==> src/design/pbsr_pkg.sv <==
`default_nettype none

package pbsr_pkg;

    // Field widths of the item channels
    localparam int OP_W        = 1;
    localparam int SLOT_W      = 7;
    localparam int POSX_IN_W   = 14;
    localparam int POSY_IN_W   = 13;
    localparam int VEL_W       = 12;
    localparam int ROW_NUM_W   = 5;
    localparam int ROW_CELLS_W = 64;

    // Stored position width: covers a loaded x and any grid up to 64 cells
    localparam int POS_W  = 14;
    localparam int CELL_W = 6;
    localparam int SUM_W  = 16;
    localparam int PROD_W = 21;
    localparam int MAG_W  = 13;

    // Configuration port
    localparam int CFG_IDX_W  = 2;
    localparam int CFG_DATA_W = 11;
    localparam int GRAV_W     = 8;
    localparam int DAMP_W     = 9;
    localparam int MARGIN_W   = 11;
    localparam int COUNT_W    = 8;

    localparam logic [CFG_IDX_W-1:0] CFG_GRAVITY_STEP   = 2'd0;
    localparam logic [CFG_IDX_W-1:0] CFG_BOUNCE_DAMPING = 2'd1;
    localparam logic [CFG_IDX_W-1:0] CFG_WALL_MARGIN    = 2'd2;
    localparam logic [CFG_IDX_W-1:0] CFG_PARTICLE_COUNT = 2'd3;

    localparam logic [GRAV_W-1:0]   GRAVITY_RESET = 8'd38;
    localparam logic [DAMP_W-1:0]   DAMPING_RESET = 9'd210;
    localparam logic [MARGIN_W-1:0] MARGIN_RESET  = 11'd512;
    localparam logic [COUNT_W-1:0]  COUNT_RESET   = 8'd100;

    localparam logic OP_LOAD = 1'b0;
    localparam logic OP_TICK = 1'b1;

    localparam logic signed [VEL_W-1:0] VEL_MAX   = 12'sh7FF;
    localparam logic signed [VEL_W-1:0] VEL_MIN   = 12'sh800;
    localparam logic signed [VEL_W:0]   VEL_MAX_W = 13'sd2047;
    localparam logic [MAG_W-1:0]        POS_MAG_MAX = 13'd2047;
    localparam logic [MAG_W-1:0]        NEG_MAG_MAX = 13'd2048;
    localparam logic signed [SUM_W-1:0] INSET_LSB = 16'sd26;

    localparam int MAX_PARTICLES_DEF = 128;
    localparam int GRID_WIDTH_DEF    = 64;
    localparam int GRID_HEIGHT_DEF   = 32;

    typedef struct packed {
        logic                    op;
        logic [SLOT_W-1:0]       slot;
        logic [POSX_IN_W-1:0]    pos_x;
        logic [POSY_IN_W-1:0]    pos_y;
        logic signed [VEL_W-1:0] vel_x;
        logic signed [VEL_W-1:0] vel_y;
    } cmd_item_t;

    typedef struct packed {
        logic [ROW_NUM_W-1:0]   row_number;
        logic [ROW_CELLS_W-1:0] row_cells;
        logic                   final_row;
    } row_item_t;

    typedef struct packed {
        logic [POS_W-1:0]        pos_x;
        logic [POS_W-1:0]        pos_y;
        logic signed [VEL_W-1:0] vel_x;
        logic signed [VEL_W-1:0] vel_y;
    } particle_t;

    typedef enum logic [3:0] {
        ST_IDLE,
        ST_CLEAR,
        ST_READ,
        ST_STAGE_A,
        ST_STAGE_B,
        ST_WRITE,
        ST_PLOT,
        ST_EMIT_READ,
        ST_EMIT_LOAD,
        ST_EMIT_WAIT
    } pbsr_state_t;

    typedef struct packed {
        logic load_wr;
        logic clr_wr;
        logic row_zero;
        logic row_inc;
        logic idx_zero;
        logic idx_inc;
        logic store_rd;
        logic rd_next;
        logic a_en;
        logic b_en;
        logic wb_en;
        logic plot_wr;
        logic emit_rd;
        logic emit_next;
        logic out_load;
    } pbsr_cmd_t;

    typedef struct packed {
        logic n_zero;
        logic idx_last;
        logic row_last;
    } pbsr_stat_t;

endpackage

`default_nettype wire

==> src/design/pbsr_ctrl.sv <==
`default_nettype none

module pbsr_ctrl (
    input  wire logic                 clk,
    input  wire logic                 rst_n,
    input  wire logic                 cmd_valid,
    input  wire logic                 cmd_op,
    input  wire logic                 row_ready,
    input  wire pbsr_pkg::pbsr_stat_t stat,
    output logic                      cmd_ready,
    output logic                      row_valid,
    output pbsr_pkg::pbsr_cmd_t       ctl
);
    import pbsr_pkg::*;

    pbsr_state_t state_reg;
    pbsr_state_t state_next;

    always_ff @(posedge clk or negedge rst_n)
    begin
        if (!rst_n)
            state_reg <= ST_IDLE;
        else
            state_reg <= state_next;
    end

    // Next state
    always_comb
    begin
        state_next = state_reg;
        case (state_reg)
            ST_IDLE:
            begin
                if (cmd_valid && (cmd_op == OP_TICK))
                    state_next = ST_CLEAR;
            end
            ST_CLEAR:
            begin
                if (stat.row_last)
                    state_next = stat.n_zero ? ST_EMIT_READ : ST_READ;
            end
            ST_READ:    state_next = ST_STAGE_A;
            ST_STAGE_A: state_next = ST_STAGE_B;
            ST_STAGE_B: state_next = ST_WRITE;
            ST_WRITE:   state_next = ST_PLOT;
            ST_PLOT:
            begin
                state_next = stat.idx_last ? ST_EMIT_READ : ST_STAGE_A;
            end
            ST_EMIT_READ: state_next = ST_EMIT_LOAD;
            ST_EMIT_LOAD: state_next = ST_EMIT_WAIT;
            ST_EMIT_WAIT:
            begin
                if (row_ready)
                    state_next = stat.row_last ? ST_IDLE : ST_EMIT_LOAD;
            end
            default: state_next = ST_IDLE;
        endcase
    end

    // Outputs
    always_comb
    begin
        ctl       = '0;
        cmd_ready = 1'b0;
        row_valid = 1'b0;
        case (state_reg)
            ST_IDLE:
            begin
                cmd_ready = 1'b1;
                if (cmd_valid)
                begin
                    if (cmd_op == OP_TICK)
                    begin
                        ctl.row_zero = 1'b1;
                        ctl.idx_zero = 1'b1;
                    end
                    else
                    begin
                        ctl.load_wr = 1'b1;
                    end
                end
            end
            ST_CLEAR:
            begin
                ctl.clr_wr = 1'b1;
                if (stat.row_last)
                    ctl.row_zero = 1'b1;
                else
                    ctl.row_inc = 1'b1;
            end
            ST_READ:    ctl.store_rd = 1'b1;
            ST_STAGE_A: ctl.a_en = 1'b1;
            ST_STAGE_B: ctl.b_en = 1'b1;
            ST_WRITE:   ctl.wb_en = 1'b1;
            ST_PLOT:
            begin
                ctl.plot_wr = 1'b1;
                // fetch the next particle while this one is plotted
                if (!stat.idx_last)
                begin
                    ctl.idx_inc  = 1'b1;
                    ctl.store_rd = 1'b1;
                    ctl.rd_next  = 1'b1;
                end
            end
            ST_EMIT_READ: ctl.emit_rd = 1'b1;
            ST_EMIT_LOAD: ctl.out_load = 1'b1;
            ST_EMIT_WAIT:
            begin
                row_valid = 1'b1;
                if (row_ready)
                begin
                    if (stat.row_last)
                    begin
                        ctl.row_zero = 1'b1;
                    end
                    else
                    begin
                        ctl.row_inc   = 1'b1;
                        ctl.emit_rd   = 1'b1;
                        ctl.emit_next = 1'b1;
                    end
                end
            end
            default: ;
        endcase
    end

endmodule

`default_nettype wire

==> config.mk <==
export PLATFORM = sky130hd
export DESIGN_NAME = pbsr_ctrl
export DESIGN_NICKNAME = d
export VERILOG_FILES = /design/src/design/pbsr_pkg.sv /design/src/design/pbsr_ctrl.sv
export SDC_FILE = /design/constraint.sdc
export NUM_CORES = 1
export LEC_CHECK = 0
export BUFFER_PORTS_ARGS = -buffer_cell sky130_fd_sc_hd__buf_2
export CAP_MARGIN = 10
export CORE_AREA = 3 3 40 42
export DETAILED_ROUTE_END_ITERATION = 16
export DIE_AREA = 0 0 43 45
export PLACE_DENSITY_LB_ADDON = 0.25
export SYNTH_ARGS = -nofsm -noshare
export SYNTH_HDL_FRONTEND = slang
export SYNTH_SLANG_ARGS = --single-unit
==> constraint.sdc <==
create_clock -name clk -period 1.35 [get_ports clk]
set_clock_uncertainty 0.1 [all_clocks]
set_input_delay 0.0675 -clock clk [delete_from_list [all_inputs] [get_ports clk]]
set_output_delay 0.0675 -clock clk [all_outputs]
set_load 0.02 [all_outputs]
==> reports/metrics.yaml <==
synth_top_cell_by_area: "dfrtp_1"
critPathLaunchType: "flip-flop"
clkPwrFrac_pct: 5.4
gp_congestion: 0.667
min_period_ns: 1.61
relSlewSlack_pct: 82.8
status: "finished with violations"
synth_ff_type: "dfrtp_1"
drcViolationCount: 0
post-route-util_pct: 79.4
critical_path_required_ns: 1.18
clk_latency_ns: 0.23
maxSlewViolCount: 0
h-tree-depth: 1
synth_top_cell_area_share_pct: 25.7
antenna_found_initial: 0
max-cap-violations: 0
track_usage_pct: 17.0
die_x_um: 43
initial_utilization_pct: 30.3
p_sw_share_pct: 43.1
grt_pass1_wl_um: 2460
cts_tree: "done"
crit_top_cell: "buf_6"
portBuffers: 24
hpwlAfterDp_um: 905
antenna_cells: 0
hp-class: "input pin to async pin"
violations: "setup timing"
rsz0062_at_grt: "yes"
final_nets: 113
grt-ovfl-total: 0
ys_seq_area_share_pct: 25.7
period_share_pct: 119
yosys-top-cells-area: "dfrtp_1 (26%), nor3_1 (10%), nand2b_1 (8.0%)"
path_cells: "buf_6, nor4_4, and3_4, a21o_1, buf_6"
arrival_ns: 1.44
p_per_area_nw_per_um2: 2650
cts_sinks: 4
yosys_warnings: 0
ys_async_sr_fraction_pct: 100
dr.pass1.iters: 3
synth_cell_types: 25
cp_slowest_stage_delay_ns: 0.39
leakage_nw: 0.476
critical_path_class: "flip-flop to primary output"
finalSetupViolCount: 20
die_area_um2: 1940
syn_to_final_growth_pct: 162
setup_tns_ns: -3.04
fmax_mhz: 620
largest_reg_flops: 4
cp_max_fo: 5
grt_max_degree: 9
grt_pass1_vias: 559
wl_per_cell_um: 14.4
vias: 603
power_w: 0.00271
p_switching_w: 0.00117
syn_inst: 53
avgViaCountPerCell: 5.11
io_pins: 25
cpMaxStageDelayCell: "dfrtp_1"
ir_drop_mv: 1.43
fill_cells: 75
synth_commonest_cells: "nor3_1 (8), nor2_1 (6), nand2b_1 (5)"
synth_most_common_cell: "nor3_1"
cts.path.max_buffers: 2
fp-row-count: 13
clock-root-buffer: "clkbuf_4"
ys_ff_latch: 4
die_h_um: 45
tightestPinTransition_ns: 0.256
routed_wirelength_um: 1700
first_iter_violations: 3
pwr-share-comb_pct: 84.9
cts_buffers: 3
ant_nets: 0
drive_gt1_share_pct: 75.7
core-area_um2: 1280
clkTransAtPathRegs_ns: 0.04
fin_ws_ns: -0.262
netlist_area_um2: 389
synth-edff-count: 0
critPathCaptureType: "primary output"
syn_area_per_cell_um2: 7.34
syn-num-nets: 61
seq_power_share_pct: 9.7
finalHoldViolCount: 0
p_int_w: 0.00154
-- layout make-up --
type                    instances  area, µm²  share of cell area (%)
flip-flops and latches          4        103                    10.1
well taps                      15       18.8                    1.84
inverters                       1       3.75                   0.368
clock buffers                   3       22.5                    2.21
repair buffers                 53        470                    46.1
multi-input cells              42        402                    39.4
-- per-layer routing --
metal	up-vias	global-route usage (%)	share of wire [%]
met5	-	0	0
met4	0	10.2	0
met3	0	1.59	3.4
met2	16	30.5	55
met1	284	19.5	41
li1	303	-	-
-- through the flow --
step / hold slack, ns / instances / area (µm²) / worst slack [ns]
floorplan: -0.328 / 53 / 459 / -0.167
global placement: -0.225 / 100 / 667 / -0.0745
detailed placement: -0.225 / 100 / 667 / -0.108
CTS: 0.0484 / 113 / 902 / -0.269
global route: 0.0904 / 118 / 1020 / -0.351
finish: 0.0644 / 118 / 1020 / -0.262
-- critical path: cells and delay by family, from the launching register on --
family,cells,cell delay (ns)
compound gates,1,0.09
buf+inv,2,0.25
simple gates,2,0.48
flops,1,0.39
-- power by group through the flow --
stage	clock network [W]	registers (W)	logic [W]
6_report	0.000146	0.000263	0.00230
5_1_grt	0.000159	0.000274	0.00243
4_1_cts	0.000159	0.000260	0.00190
3_5_place_dp	0	0.000269	0.00133
3_3_place_gp	0	0.000266	0.00133
2_1_floorplan	0	0.000264	0.000843
-- repair_timing --
item,in CTS,in global routing
hold buffers,1,0
buffers inserted,9,5
gates resized for setup,39,21
endpoints found under the hold margin,4,0
pin swaps,14,10
setup endpoints to repair,18,21
-- layout by cell type (no fill, tap or decap), types with 2 or more instances in the layout --
cell type  instances
buf_4             22
buf_6             20
buf_2              8
nand2b_4           4
nor2_4             3
nor3_4             3
nor2_1             3
nor3_1             3
clkbuf_4           3
nor3_2             2
a21o_1             2
o21bai_1           2
buf_8              2
dfrtp_2            2
dfrtp_1            2
-- cell families (layout without fill, tap and decap cells) --
| kind of cell | Yosys count | after routing | synth area share, % |
|---|---|---|---|
| and+or+nand+nor | 27 | 27 | 37.0 |
| AOI/OAI and AO/OA | 15 | 15 | 28.3 |
| buffers and inverters | 7 | 57 | 9.00 |
| DFF | 4 | 4 | 25.7 |
-- path summary, 6_finish.rpt --
check	start	endpoint	slack, ns	depth (start not counted)
worst max-delay path	state_reg[2]$_DFFE_PN0P_	ctl[12]	-0.26	5
worst min-delay path	rst_n	state_reg[1]$_DFFE_PN0P_	0.06	2
worst max register to register	state_reg[3]$_DFFE_PN0P_	state_reg[0]$_DFFE_PN0P_	-0.23	4
worst min register to register	state_reg[3]$_DFFE_PN0P_	state_reg[1]$_DFFE_PN0P_	0.57	2
max in group asynchronous	rst_n	state_reg[0]$_DFFE_PN0P_	0.95	2
min in group clk	stat[1]	state_reg[2]$_DFFE_PN0P_	0.11	3
No activity file was read; power rests on OpenSTA's default activity.
